## config.mk

```make
export PLATFORM = sky130hd
export DESIGN_NAME = proximity_alarm_controller
export DESIGN_NICKNAME = d
export VERILOG_FILES = /design/src/hw/rtl/pac_pkg.sv /design/src/hw/rtl/proximity_alarm_controller.sv
export SDC_FILE = /design/constraint.sdc
export NUM_CORES = 1
export LEC_CHECK = 0
export BUFFER_PORTS_ARGS = -buffer_cell sky130_fd_sc_hd__buf_2
export CAP_MARGIN = 20
export CORE_MARGIN = 3
export CORE_UTILIZATION = 30
export CTS_CLUSTER_SIZE = 28
export DETAILED_ROUTE_END_ITERATION = 10
export SETUP_SLACK_MARGIN = 0.4
export SLEW_MARGIN = 20
export SYNTH_ARGS = -nofsm -noshare
export SYNTH_HDL_FRONTEND = slang
export SYNTH_SLANG_ARGS = --single-unit
```

## constraint.sdc

```tcl
create_clock -name clock -period 5.3 [get_ports clock]
set_input_delay 0.265 -clock clock [delete_from_list [all_inputs] [get_ports clock]]
set_output_delay 0.265 -clock clock [all_outputs]
set_load 0.03 [all_outputs]
```

## src/hw/rtl/pac_pkg.sv

```systemverilog
// Types and constants of the proximity alarm controller.
package pac_pkg;

   localparam int unsigned TIME_W   = 32;
   localparam int unsigned DIST_W   = 16;
   localparam int unsigned COLOUR_W = 24;
   localparam int unsigned CSR_W    = 24;
   localparam int unsigned CSR_IDX_W = 3;

   typedef logic [1:0] mode_type;
   typedef logic [1:0] cmd_type;

   localparam mode_type MODE_OFF      = 2'd0;
   localparam mode_type MODE_WATCHING = 2'd1;
   localparam mode_type MODE_ON       = 2'd2;
   localparam mode_type MODE_TESTING  = 2'd3;

   localparam cmd_type CMD_UPDATE   = 2'd0;
   localparam cmd_type CMD_REQ_ON   = 2'd1;
   localparam cmd_type CMD_REQ_OFF  = 2'd2;
   localparam cmd_type CMD_TEST     = 2'd3;

   localparam logic [CSR_IDX_W-1:0] REG_COLOUR_A   = 3'd0;
   localparam logic [CSR_IDX_W-1:0] REG_COLOUR_B   = 3'd1;
   localparam logic [CSR_IDX_W-1:0] REG_BLINK      = 3'd2;
   localparam logic [CSR_IDX_W-1:0] REG_TRIGGER    = 3'd3;
   localparam logic [CSR_IDX_W-1:0] REG_WATCH_TMO  = 3'd4;

   localparam logic [COLOUR_W-1:0] COLOUR_A_RST  = 24'hFF0000;
   localparam logic [COLOUR_W-1:0] COLOUR_B_RST  = 24'h0000FF;
   localparam logic [15:0]         BLINK_RST     = 16'd250;
   localparam logic [DIST_W-1:0]   TRIGGER_RST   = 16'd240;
   localparam logic [15:0]         WATCH_TMO_RST = 16'd3000;

   localparam logic [TIME_W-1:0]   TEST_DURATION_MS = 32'd3000;

   // Result word, lowest bits first: mode, red, green, blue, buzzer.
   typedef struct packed {
      logic       buzzer_on;
      logic [7:0] blue;
      logic [7:0] green;
      logic [7:0] red;
      mode_type   mode;
   } result_type;

endpackage

```

## src/hw/rtl/proximity_alarm_controller.sv

```systemverilog
// An accepted transfer passes through the input register and then the result register before its result shows.
// Throughput: one item per cycle while results are taken; the mode update is one pass of logic from the input register.
// A result waiting on rsp_tready stalls the input register; once that holds an item, req_tready goes low.
// Reset is synchronous, active high: mode off, pending requests clear, LEDs dark,
// buzzer silent, time marks zero and configuration registers at their defaults.
module proximity_alarm_controller (
   input  logic        clock,
   input  logic        reset,
   // configuration write port
   input  logic        csr_we,
   input  logic [2:0]  csr_index,
   input  logic [23:0] csr_wdata,
   // input channel
   input  logic        req_tvalid,
   output logic        req_tready,
   input  logic [47:0] req_tdata,  // now_ms [31:0], distance [47:32]
   input  logic [1:0]  req_tuser,  // command [1:0]
   // result channel
   output logic        rsp_tvalid,
   input  logic        rsp_tready,
   output logic [31:0] rsp_tdata   // mode [1:0], red [9:2], green [17:10],
                                   // blue [25:18], buzzer_on [26], zero [31:27]
);

   // configuration
   logic [pac_pkg::COLOUR_W-1:0] colour_a_ff;
   logic [pac_pkg::COLOUR_W-1:0] colour_b_ff;
   logic [15:0]                  blink_ff;
   logic [pac_pkg::DIST_W-1:0]   trigger_ff;
   logic [15:0]                  watch_tmo_ff;

   // input register
   logic                         in_vld_ff;
   pac_pkg::cmd_type             cmd_ff;
   logic [pac_pkg::TIME_W-1:0]   now_ff;
   logic [pac_pkg::DIST_W-1:0]   dist_ff;

   // alarm state
   pac_pkg::mode_type            mode_ff, mode_in;
   logic                         pend_on_ff, pend_on_in;
   logic                         pend_off_ff, pend_off_in;
   logic                         phase_ff, phase_in;
   logic [pac_pkg::TIME_W-1:0]   seen_ff, seen_in;
   logic [pac_pkg::TIME_W-1:0]   toggle_ff, toggle_in;
   logic [pac_pkg::TIME_W-1:0]   test_ff, test_in;
   logic [pac_pkg::COLOUR_W-1:0] led_ff, led_in;
   logic                         buzz_ff, buzz_in;

   // result register
   logic                         out_vld_ff;
   pac_pkg::result_type          out_ff, out_in;

   logic                         advance;
   logic                         close_hit;
   logic                         blink_due;
   logic                         watch_expired;
   logic                         test_expired;

   assign advance    = !out_vld_ff || rsp_tready;
   assign req_tready = !reset && (!in_vld_ff || advance);

   assign rsp_tvalid = out_vld_ff;
   assign rsp_tdata  = {5'd0, out_ff};

   assign close_hit     = dist_ff <= trigger_ff;
   assign blink_due     = (now_ff - toggle_ff) >= {16'd0, blink_ff};
   assign watch_expired = (now_ff - seen_ff) >= {16'd0, watch_tmo_ff};
   assign test_expired  = (now_ff - test_ff) >= pac_pkg::TEST_DURATION_MS;

   always_comb begin
      logic pend_on_v;
      mode_in     = mode_ff;
      pend_on_in  = pend_on_ff;
      pend_off_in = pend_off_ff;
      phase_in    = phase_ff;
      seen_in     = seen_ff;
      toggle_in   = toggle_ff;
      test_in     = test_ff;
      led_in      = led_ff;
      buzz_in     = buzz_ff;
      pend_on_v   = pend_on_ff;
      case (cmd_ff)
         pac_pkg::CMD_UPDATE: begin
            case (mode_ff)
               pac_pkg::MODE_OFF: begin
                  if (close_hit) begin
                     mode_in = pac_pkg::MODE_WATCHING;
                     seen_in = now_ff;
                  end
               end
               pac_pkg::MODE_WATCHING: begin
                  if (!close_hit) begin
                     if (watch_expired) begin
                        mode_in = pac_pkg::MODE_OFF;
                        led_in  = '0;
                        buzz_in = 1'b0;
                     end
                  end else begin
                     seen_in   = now_ff;
                     mode_in   = pac_pkg::MODE_ON;
                     pend_on_v = 1'b1;
                  end
               end
               pac_pkg::MODE_ON: begin
                  if (!close_hit) begin
                     mode_in = pac_pkg::MODE_WATCHING;
                     seen_in = now_ff;
                  end else if (blink_due) begin
                     toggle_in = now_ff;
                     phase_in  = !phase_ff;
                     led_in    = phase_ff ? colour_a_ff : colour_b_ff;
                  end
               end
               default: begin
                  if (test_expired) begin
                     mode_in = pac_pkg::MODE_OFF;
                     led_in  = '0;
                     buzz_in = 1'b0;
                  end else if (blink_due) begin
                     toggle_in = now_ff;
                     phase_in  = !phase_ff;
                     led_in    = phase_ff ? colour_a_ff : colour_b_ff;
                  end
               end
            endcase
            // apply pending turn-on, then turn-off which wins
            if (pend_on_v) begin
               mode_in   = pac_pkg::MODE_ON;
               buzz_in   = 1'b1;
               toggle_in = now_ff;
               phase_in  = 1'b0;
               led_in    = colour_a_ff;
            end
            pend_on_in = 1'b0;
            if (pend_off_ff) begin
               mode_in = pac_pkg::MODE_OFF;
               led_in  = '0;
               buzz_in = 1'b0;
            end
            pend_off_in = 1'b0;
         end
         pac_pkg::CMD_REQ_ON: begin
            if (mode_ff == pac_pkg::MODE_OFF) begin
               pend_on_in = 1'b1;
            end
         end
         pac_pkg::CMD_REQ_OFF: begin
            if (mode_ff != pac_pkg::MODE_TESTING) begin
               pend_off_in = 1'b1;
            end
         end
         default: begin
            mode_in  = pac_pkg::MODE_TESTING;
            test_in  = now_ff;
            buzz_in  = 1'b1;
            phase_in = 1'b0;
            led_in   = colour_a_ff;
         end
      endcase
   end

   always_comb begin
      out_in.mode      = mode_in;
      out_in.red       = led_in[23:16];
      out_in.green     = led_in[15:8];
      out_in.blue      = led_in[7:0];
      out_in.buzzer_on = buzz_in;
   end

   always_ff @(posedge clock) begin
      if (reset) begin
         colour_a_ff  <= pac_pkg::COLOUR_A_RST;
         colour_b_ff  <= pac_pkg::COLOUR_B_RST;
         blink_ff     <= pac_pkg::BLINK_RST;
         trigger_ff   <= pac_pkg::TRIGGER_RST;
         watch_tmo_ff <= pac_pkg::WATCH_TMO_RST;
      end else if (csr_we) begin
         case (csr_index)
            pac_pkg::REG_COLOUR_A:  colour_a_ff  <= csr_wdata;
            pac_pkg::REG_COLOUR_B:  colour_b_ff  <= csr_wdata;
            pac_pkg::REG_BLINK:     blink_ff     <= csr_wdata[15:0];
            pac_pkg::REG_TRIGGER:   trigger_ff   <= csr_wdata[15:0];
            pac_pkg::REG_WATCH_TMO: watch_tmo_ff <= csr_wdata[15:0];
            default: ;
         endcase
      end
   end

   always_ff @(posedge clock) begin
      if (reset) begin
         in_vld_ff <= 1'b0;
      end else if (req_tready) begin
         in_vld_ff <= req_tvalid;
      end
   end

   // payload of the input register needs no reset
   always_ff @(posedge clock) begin
      if (req_tready && req_tvalid) begin
         cmd_ff  <= req_tuser;
         now_ff  <= req_tdata[31:0];
         dist_ff <= req_tdata[47:32];
      end
   end

   always_ff @(posedge clock) begin
      if (reset) begin
         mode_ff     <= pac_pkg::MODE_OFF;
         pend_on_ff  <= 1'b0;
         pend_off_ff <= 1'b0;
         phase_ff    <= 1'b0;
         seen_ff     <= '0;
         toggle_ff   <= '0;
         test_ff     <= '0;
         led_ff      <= '0;
         buzz_ff     <= 1'b0;
      end else if (in_vld_ff && advance) begin
         mode_ff     <= mode_in;
         pend_on_ff  <= pend_on_in;
         pend_off_ff <= pend_off_in;
         phase_ff    <= phase_in;
         seen_ff     <= seen_in;
         toggle_ff   <= toggle_in;
         test_ff     <= test_in;
         led_ff      <= led_in;
         buzz_ff     <= buzz_in;
      end
   end

   always_ff @(posedge clock) begin
      if (reset) begin
         out_vld_ff <= 1'b0;
      end else if (advance) begin
         out_vld_ff <= in_vld_ff;
      end
   end

   always_ff @(posedge clock) begin
      if (in_vld_ff && advance) begin
         out_ff <= out_in;
      end
   end

endmodule

```

==> flow_summary.yaml, run 1 <==
run_status:
  outcome: "finished, violations left"
  violations: "setup timing"
finish:
  multi_input_area_sq_um: 12600
  drive_above_1_share_pct: 16.8
  stdcell_count: 3624
  diodes: 0
  syn2layout_area_growth_pct: 25.8
  register_area_sq_um: 6800
  fin_area_sq_um: 25300
  final_nets: 2959
  fillCellCount: 6736
placed_design:
  place_congestion: 0.915
  place_inst: 3404
  dpl-instance-area_sq_um: 21800
  hpwl_um: 43800
  io_buffer_count: 110
clocking:
  cts_tree: "done"
  clk_pin_slew_ns: 0.06
  cts_max_path_buffers: 3
  root_buffer: "clkbuf_16"
  cts_made_buffers: 39
  clkLatencyLatePin_ns: 0.59
  htreeDepth: 2
  cts.sinks: 301
worst_setup_path:
  cp_common_cell: "nand4_1"
  critPathLaunch: "now_ff[7]"
  required_ns: 5.62
  slowest_stage: "edfxtp_1"
  path_delay_family: "simple AND/OR/NAND/NOR gates"
  cp_cell_sequence: "ha_4 > nand4_1 > or2_1 > a211oi_2 > a211oi_4 > xnor2_1 > ha_1 > nand4_1 > nor2_1 > and2_1 > a311o_1 > or4_1 > or4_4 > a2111oi_4 > and4_4 > buf_12 > buf_16 > nor2_4 > a31oi_4 > inv_2 > o311a_1"
  critPathArrivalTime_ns: 5.67
  path_class: "reg -> reg"
  critPathLaunchType: "flop"
  r2r-start: "now_ff[7]"
  cp_num_buf_inv: 3
  max_stage_delay_ns: 0.53
  path_max_fanout: 7
  end_kind: "flop"
floorplanning:
  dieHeight_um: 265
  start_util_pct: 30.4
  core_area_sq_um: 66100
  dieWidth_um: 265
  rows: 94
  io-pin-count: 116
  die-area_sq_um: 70200
drt:
  num_vias: 18800
  drt_pre_antenna_iters: 5
  wl_per_cell_um: 18.0
  drcViolationCount: 0
  vias_per_cell: 5.20
  wl_um: 65400
  drtIter0Drc: 1442
  antenna_left: 0
power_and_ir_drop:
  switching_power_w: 0.00183
  power_density_nw_per_um2: 247
  ir_drop_mv: 0.240
  switching_share_pct: 29.3
  p_clk_share_pct: 42.7
  pwr-share-seq_pct: 39.7
  finalPower_w: 0.00626
  p_int_w: 0.00443
  p_comb_share_pct: 17.6
  p_leak_nw: 10.2
synthesis:
  synth-seq-cells: 301
  synth_area_leader_cell: "dfxtp_1"
  synthCells: 2488
  avgSynthCellArea_sq_um: 8.09
  ys_warn_count: 0
  synth_edf_count: 77
  yosysUniqueCellTypes: 94
  yosysSeqAreaShare_pct: 33.8
  synth_area_leaders: "dfxtp_1, edfxtp_1, ha_1"
  synthFlopType: "dfxtp_1"
  synthArstFlopShare_pct: 0
  syn_area_sq_um: 20100
  synth_top_cell_area_share_pct: 22.3
sta:
  relSlewSlack_pct: 24.4
  tightest_slew_ns: 1.13
  finalClockSkew_ns: 0.0210
  fmax_mhz: 187
  setup_viol: 22
  rsz0062_at_grt: "true"
  slew_viol_final: 0
  hold_violations: 0
  post-route-min-period_ns: 5.35
  postLayoutSetupSlackWorst_ns: -0.0516
  period_share_pct: 101
global_route:
  grt_max_degree: 91
  grt_pass1_wl_um: 101000
  grt_overflow: 0
  grt_usage_pct: 17.8
  grt_pass1_vias: 17900
  antenna_found_initial: 1
min_path:
  min-delay-start: "csr_wdata[8]"
  hp-class: "in -> reg"
job:
  max_cap_violations: 0
routing by layer:
metal	GRT usage, %	up-vias	routed length [um]	share of wire (%)
met5	0	-	0	0
met4	5.54	0	1730	2.6
met3	2.10	97	3160	4.8
met2	30.1	548	30600	47
met1	23.9	8937	29900	46
li1	-	9266	-	-
cell type report:
class / instances / share of cell area (%)
Clock buffer: 58 / 4.30
Clock inverter: 14 / 0.756
Inverter: 191 / 2.83
Multi-Input combinational cell: 1862 / 49.8
Sequential cell: 301 / 26.9
Tap cell: 864 / 4.27
Timing Repair Buffer: 334 / 11.2
cells by family (layout without fill, tap and decap cells):
| family | Yosys count | in the layout | synth area share, % |
|---|---|---|---|
| compound gates | 664 | 664 | 22.1 |
| xor+xnor | 60 | 60 | 2.61 |
| fa+ha+maj | 148 | 148 | 9.31 |
| buf+inv | 329 | 597 | 6.87 |
| flops | 301 | 301 | 33.8 |
| mux | 101 | 101 | 5.05 |
| other cells | 1 | 5 | 0.0186 |
| simple gates | 884 | 884 | 20.3 |
power by group through the flow:
stage | Combinational, W | Sequential, W | Clock (W)
floorplan | 0.000632 | 0.00253 | 0
global placement | 0.000936 | 0.00253 | 0
detailed placement | 0.000938 | 0.00253 | 0
CTS | 0.00107 | 0.00248 | 0.00274
global route | 0.00120 | 0.00249 | 0.00283
finish | 0.00110 | 0.00248 | 0.00267
through the flow:
step                      TNS, ns  utilization (%)  worst slack (ns)  hold WS (ns)
after floorplan                 0                -             0.387         0.364
after global placement          0             33.0           0.00203         0.442
after detailed placement    -2.71             33.1           -0.0691         0.444
after CTS                       0             37.7            0.0834      0.000929
after global routing       -12.53             38.3            -0.288        0.0162
final                      -0.672             38.3           -0.0516        0.0153
cell usage after synthesis (5+ instances only):
| cell | instances |
|---|---|
| a211o_1 | 6 |
| a211oi_1 | 20 |
| a21o_1 | 53 |
| a21oi_1 | 247 |
| a31oi_1 | 35 |
| and2_1 | 14 |
| and3_1 | 11 |
| and4_1 | 8 |
| buf_2 | 7 |
| buf_4 | 11 |
| buf_6 | 7 |
| clkbuf_1 | 106 |
| dfxtp_1 | 224 |
| edfxtp_1 | 77 |
| ha_1 | 145 |
| inv_1 | 189 |
| mux2i_1 | 97 |
| nand2_1 | 418 |
| nand2b_1 | 37 |
| nand3_1 | 38 |
| nand3b_1 | 25 |
| nand4_1 | 35 |
| nor2_1 | 168 |
| nor2b_1 | 40 |
| nor3_1 | 32 |
| nor3b_1 | 6 |
| nor4_1 | 6 |
| o2111ai_1 | 7 |
| o211a_1 | 5 |
| o211ai_1 | 45 |
| o211ai_2 | 20 |
| o21a_1 | 25 |
| o21ai_0 | 88 |
| o21ai_1 | 5 |
| o21bai_1 | 11 |
| o311a_1 | 25 |
| o31ai_1 | 6 |
| or2_2 | 7 |
| or3_1 | 12 |
| or4_1 | 6 |
| xnor2_1 | 35 |
| xor2_1 | 25 |
cells in the final DEF (no fill, tap or decap), types with 11 or more instances in the layout:
master | Yosys | layout
xnor2_1 | 35 | 33
a211oi_1 | 20 | 18
edfxtp_1 | 77 | 77
nor2_1 | 168 | 155
nor3_1 | 32 | 32
nand3_1 | 38 | 38
buf_2 | 7 | 109
clkbuf_1 | 106 | 15
xor2_1 | 25 | 24
nand2_1 | 418 | 418
a31oi_1 | 35 | 20
dlygate4sd3_1 | 0 | 64
clkbuf_16 | 0 | 44
buf_6 | 7 | 15
a21oi_1 | 247 | 237
nand4_1 | 35 | 35
o21a_1 | 25 | 25
nand2b_1 | 37 | 35
nor2b_1 | 40 | 38
a21o_1 | 53 | 52
o21ai_0 | 88 | 81
o21bai_1 | 11 | 11
o211ai_2 | 20 | 20
mux2i_1 | 97 | 96
or3_1 | 12 | 11
dfxtp_1 | 224 | 223
and2_1 | 14 | 15
o311a_1 | 25 | 25
o211ai_1 | 45 | 45
inv_1 | 189 | 186
buf_4 | 11 | 123
ha_1 | 145 | 132
nand3b_1 | 25 | 25
timing repair:
action | in CTS | in global routing
pin swaps | 71 | 46
endpoints found under the hold margin | 76 | 0
buffers inserted | 63 | 7
cloned | 11 | 3
hold buffers | 64 | 0
resized for setup | 87 | 50
endpoints found under the setup margin | 85 | 85
flip-flops by register name (all words and copies together) (netlist names):
signal and flops:
in_vld_ff 1, rsp_tdata 27, watch_tmo_ff 16, phase_ff 1, test_ff 32, now_ff 32
led_ff 24, colour_a_ff 24, cmd_ff 2, blink_ff 16, pend_off_ff 1, pend_on_ff 1
trigger_ff 16, buzz_ff 1, toggle_ff 32, rsp_tvalid 1, dist_ff 16, colour_b_ff 24
mode_ff 2, seen_ff 32
tightest hold or removal path: cells and delay by family:
family,cells,cell delay (ns)
AOI/OAI and AO/OA,1,0.05
buffers and inverters,1,0.16
and+or+nand+nor,1,0.07
final timing paths:
check	depth (start not counted)	slack [ns]	end
setup reg to reg	21	-0.05	rsp_tdata[3]
hold / removal	3	0.02	colour_b_ff[8]
setup / recovery	21	-0.05	rsp_tdata[3]
hold reg to reg	2	0.45	test_ff[20]
Note: power is estimated with default switching activity, not from simulation.
==> run 2: changes to the inputs <==
- ABC_AREA: not set -> 1
- CAP_MARGIN: 20 -> not set
==> flow_summary.yaml, run 2 <==
run_status:
  outcome: "finished clean"
floorplanning:
  start_util_pct: 30.5
  io-pin-count: 116
  die-area_sq_um: 73200
  dieWidth_um: 271
  rows: 96
  dieHeight_um: 271
  core_area_sq_um: 68900
drt:
  vias_per_cell: 4.65
  antenna_left: 0
  num_vias: 20400
  drtIter0Drc: 1498
  drt_pre_antenna_iters: 5
  wl_um: 64200
  wl_per_cell_um: 14.7
  drcViolationCount: 0
sta:
  fin_setup_tns_ns: 0
  relSlewSlack_pct: 25.6
  post-route-min-period_ns: 4.48
  hold_violations: 0
  tightest_slew_ns: 1.12
  finalClockSkew_ns: 0.0114
  slew_viol_final: 0
  fmax_mhz: 223
  setup_viol: 0
  period_share_pct: 84.5
  rsz0062_at_grt: "false"
  holdWs_ns: 0.0419
synthesis:
  synth_area_leader_cell: "dfxtp_1"
  synthFlopType: "dfxtp_1"
  avgSynthCellArea_sq_um: 6.38
  synth_edf_count: 77
  synth_area_leaders: "dfxtp_1, nand2_1, edfxtp_1"
  ys_top_cells_by_count: "nand2_1, inv_1, a21oi_1, nor2_1, dfxtp_1"
  synth_top_cell_area_share_pct: 21.4
  synthCells: 3291
  synth.most_common_cell: "nand2_1"
  syn_area_sq_um: 21000
  synth-seq-cells: 301
  synthArstFlopShare_pct: 0
  yosysSeqAreaShare_pct: 32.4
  ys_warn_count: 0
  yosysUniqueCellTypes: 46
placed_design:
  place_inst: 4248
  hpwl_um: 46900
  io_buffer_count: 110
  dpl-instance-area_sq_um: 22500
  place_congestion: 0.928
power_and_ir_drop:
  power_density_nw_per_um2: 255
  finalPower_w: 0.00620
  p_leak_nw: 11.6
  ir_drop_mv: 0.218
job:
  max_cap_violations: 0
worst_setup_path:
  max_stage_delay_ns: 0.50
  slowest_stage: "fa_1"
  required_ns: 5.78
  path_max_fanout: 24
  critPathArrivalTime_ns: 4.96
  path_class: "reg -> reg"
  cp_common_cell: "nand2_1"
  critPathLaunchType: "flop"
  end_kind: "flop"
finish:
  layout.cells.most_common_list: "nand2_1, inv_1, a21oi_1, nor2_1, dfxtp_1"
  final_common_cell: "nand2_1"
  diodes: 0
  fin_area_sq_um: 24300
  stdcell_count: 4377
  final_nets: 3647
  drive_above_1_share_pct: 6.04
  syn2layout_area_growth_pct: 15.8
clocking:
  clk_pin_slew_ns: 0.06
  cts_tree: "done"
  cts.sinks: 301
  cts_made_buffers: 37
  cts_max_path_buffers: 3
  htreeDepth: 2
  root_buffer: "clkbuf_16"
  clkLatencyLatePin_ns: 0.57
global_route:
  antenna_found_initial: 2
  grt_pass1_vias: 18500
  grt_overflow: 0
  grt_usage_pct: 17.1
  grt_pass1_wl_um: 101000
  grt_max_degree: 104
min_path:
  hp-class: "in -> reg"
==> run 2: changes by cell type in the layout (fill, tap and decap cells not counted), moves of 38 or more <==
cell	change
nor2_1	+141
mux2i_1	-96
nand2_1	+522
a21o_1	-49
buf_4	-106
o21ai_0	+132
nor2b_1	-38
nand3_1	+149
a21oi_1	+108
inv_1	+361
==> run 2: final cells by class <==
| cell class | count | area [sq um] |
|---|---|---|
| clock buffers | 52 | 1040 |
| clock inverters | 16 | 191 |
| inverters | 553 | 2080 |
| flip-flops and latches | 301 | 6800 |
| well taps | 931 | 1160 |
| multi-input cells | 2334 | 11700 |
| fillers | 7512 | 44600 |
| repair buffers | 190 | 1330 |
==> run 2: timing repair <==
action,4_1_cts,5_1_grt
endpoints found under the setup margin,0,48
buffers inserted,0,0
endpoints found under the hold margin,68,0
resized for setup,0,2
hold buffers,60,0
==> run 2: final timing paths <==
check,startpoint,endpoint,slack (ns),cells after the start
setup / recovery,now_ff[1],led_ff[23],0.82,27
hold / removal,csr_wdata[1],colour_b_ff[1],0.04,3
setup reg to reg,now_ff[1],led_ff[23],0.82,27
hold reg to reg,colour_b_ff[0],colour_b_ff[0],0.45,2
==> run 2: cell families (layout without fill, tap and decap cells) <==
kind of cell	count (synthesis)	in the layout	share of synthesized area (%)
AOI/OAI and AO/OA	638	638	16.0
other	1	5	0.0179
buffers and inverters	660	811	12.1
DFF	301	301	32.4
and+or+nand+nor	1505	1505	29.1
xor gates and xnor gates	38	38	1.59
adders and majority gates	148	148	8.93
==> run 2: power by group <==
part / switching (W) / leakage, nW / internal [W]
logic: 0.000699 / 8.44 / 0.000371
clock network: 0.00108 / 0.595 / 0.00154
registers: 0.0000622 / 2.55 / 0.00245
total: 0.00184 / 11.6 / 0.00435
==> run 2: worst max-delay path, delay by kind of cell, from the launching register on <==
kind,cells,cell delay (ns)
fa+ha+maj,2,0.75
compound gates,4,0.71
simple gates,16,1.65
buf+inv,4,0.64
xor+xnor,1,0.18
flops,1,0.48
==> run 2: routing by layer <==
layer,up-vias,GRT usage [%],wire (um)
li1,10700,-,-
met1,9072,22.8,29800
met2,460,28.9,29700
met3,92,2.22,3180
met4,0,4.70,1530
met5,-,0,0
==> run 2: metrics by stage <==
stage          util, %  setup slack, ns
5_1_grt           35.3            0.410
2_1_floorplan        -             1.71
3_3_place_gp      32.6            0.780
6_report          35.3            0.821
3_5_place_dp      32.6            0.771
4_1_cts           35.2            0.706
==> run 3: changes to the inputs <==
- ABC_AREA: 1 -> 0
- clock period: 5.3 -> 4.7 ns (I/O delays scaled with it)
==> flow_summary.yaml, run 3 (synthesized netlist as in run 1, its figures left out) <==
worst_setup_path:
  path_max_fanout: 5
  path_class: "reg -> reg"
  critPathArrivalTime_ns: 5.56
  cp_num_buf_inv: 5
  required_ns: 5.00
  slowest_stage: "or4_4"
  reg2reg_to: "rsp_tdata[19]"
  worstRegToRegCells: 24
  path_delay_family: "simple AND/OR/NAND/NOR gates"
  critPathLaunchType: "flop"
  max_stage_delay_ns: 0.45
  cp_cell_sequence: "inv_1 > ha_4 > fa_2 > nand2b_4 > a21o_1 > buf_4 > a21oi_1 > nor2_1 > xnor2_1 > ha_1 > nand4_1 > nor2_1 > and2_1 > a311o_1 > or4_1 > or4_4 > a2111oi_4 > and4_4 > buf_12 > buf_12 > nor2_4 > a31oi_2 > inv_1 > o311a_1"
  endpoint: "rsp_tdata[19]"
  r2r-start: "now_ff[0]"
  r2r_slack_ns: -0.56
  end_kind: "flop"
  critPathLaunch: "now_ff[0]"
  path_depth: 24
finish:
  syn2layout_area_growth_pct: 29.4
  final_common_cell: "nand2_1"
  final_nets: 3056
  drive_above_1_share_pct: 19.9
  diodes: 0
  layout.cells.most_common_list: "nand2_1, a21oi_1, dfxtp_1, buf_4, inv_1"
  fin_area_sq_um: 26000
placed_design:
  dpl-instance-area_sq_um: 22800
  place_ws_ns: -0.599
  hpwl_um: 45600
  place_congestion: 0.922
  io_buffer_count: 110
sta:
  post-route-min-period_ns: 5.26
  tightest_slew_ns: 1.15
  finalClockSkew_ns: 0.0193
  hold_violations: 0
  relSlewSlack_pct: 23.6
  postLayoutSetupSlackWorst_ns: -0.560
  setup_viol: 85
  period_share_pct: 112
  rsz0062_at_grt: "true"
  fin_setup_tns_ns: -37.82
  slew_viol_final: 0
  fmax_mhz: 190
min_path:
  hp-class: "in -> reg"
drt:
  drt_pre_antenna_iters: 6
  antenna_left: 0
  wl_per_cell_um: 17.3
  wl_um: 64400
  drtIter0Drc: 1281
  num_vias: 19000
  vias_per_cell: 5.10
  drcViolationCount: 0
clocking:
  clkLatencyLatePin_ns: 0.56
  cts_max_path_buffers: 3
  root_buffer: "clkbuf_16"
  cts_made_buffers: 38
  htreeDepth: 2
  clk_pin_slew_ns: 0.06
  cts_tree: "done"
  cts.sinks: 301
power_and_ir_drop:
  p_int_w: 0.00514
  switching_share_pct: 28.1
  finalPower_w: 0.00715
  switching_power_w: 0.00201
  p_clk_share_pct: 42.7
  p_comb_share_pct: 18.2
  power_density_nw_per_um2: 275
  pwr-share-seq_pct: 39.1
  ir_drop_mv: 0.208
  p_leak_nw: 10.6
floorplanning:
  io-pin-count: 116
  die-area_sq_um: 70200
  dieWidth_um: 265
  rows: 94
  start_util_pct: 30.4
  dieHeight_um: 265
  core_area_sq_um: 66100
global_route:
  antenna_found_initial: 1
  grt_max_degree: 89
  grt_overflow: 0
  grt_pass1_vias: 17900
  grt_usage_pct: 17.9
  grt_pass1_wl_um: 101000
run_status:
  violations: "setup timing"
  outcome: "finished, violations left"
job:
  max_cap_violations: 0
-- run 3: how the worst min path moves through the flow --
| stage | from | to | slack [ns] | depth (start not counted) |
|---|---|---|---|---|
| 3_3_place_gp | req_tdata[30] | now_ff[30] | 0.41 | 1 |
| 4_1_cts | csr_wdata[3] | colour_b_ff[3] | 0.003 | 3 |
| 2_1_floorplan | req_tuser[0] | cmd_ff[0] | 0.33 | 0 |
| 5_1_grt | csr_wdata[3] | colour_b_ff[3] | 0.02 | 3 |
| 6_report | csr_wdata[10] | colour_a_ff[10] | 0.03 | 3 |
| 3_5_place_dp | req_tdata[30] | now_ff[30] | 0.41 | 1 |
-- run 3: per-layer routing --
layer / up-vias / track usage [%] / wire, um
li1: 9479 / - / -
met1: 8905 / 24.0 / 29200
met2: 480 / 30.4 / 30300
met3: 102 / 2.28 / 3300
met4: 0 / 4.65 / 1550
met5: - / 0 / 0
-- run 3: cell type report --
cell class	count	area [sq um]
Clock inverter	20	238
Clock buffer	50	1070
Fill cell	6732	40100
Inverter	191	717
Timing Repair Buffer	432	3540
Tap cell	864	1080
Multi-Input combinational cell	1862	12600
Sequential cell	301	6800
-- run 3: worst reg2reg max path, cell delays in order (launching register included) --
cell and delay (ns):
edfxtp_1 0.34, inv_1 0.10, ha_4 0.20, fa_2 0.35, nand2b_4 0.17, a21o_1 0.17
buf_4 0.13, a21oi_1 0.15, nor2_1 0.07, xnor2_1 0.16, ha_1 0.27, nand4_1 0.08
nor2_1 0.05, and2_1 0.14, a311o_1 0.31, or4_1 0.39, or4_4 0.45, a2111oi_4 0.22
and4_4 0.34, buf_12 0.15, buf_12 0.13, nor2_4 0.04, a31oi_2 0.22, inv_1 0.06
o311a_1 0.34
-- run 3: timing repair --
| item | in CTS | in global routing |
|---|---|---|
| hold buffers | 68 | 0 |
| pin swaps | 46 | 44 |
| buffers inserted | 29 | 8 |
| gates cloned | 10 | 0 |
| hold endpoints to repair | 93 | 0 |
| setup endpoints to repair | 85 | 87 |
| gates resized for setup | 78 | 61 |
-- run 3: per-stage QoR --
stage,hold WS (ns),instances,util (%)
detailed placement,0.413,3535,34.5
floorplan,0.334,2492,-
global placement,0.413,3534,34.5
finish,0.0285,3720,39.4
CTS,0.00288,3712,38.9
global route,0.0171,3720,39.4
-- run 3: power groups by stage --
stage / Combinational (W) / Sequential (W) / Clock [W]
floorplan: 0.000714 / 0.00286 / 0
global placement: 0.00114 / 0.00285 / 0
detailed placement: 0.00114 / 0.00285 / 0
CTS: 0.00126 / 0.00280 / 0.00314
global route: 0.00143 / 0.00280 / 0.00324
finish: 0.00130 / 0.00280 / 0.00305
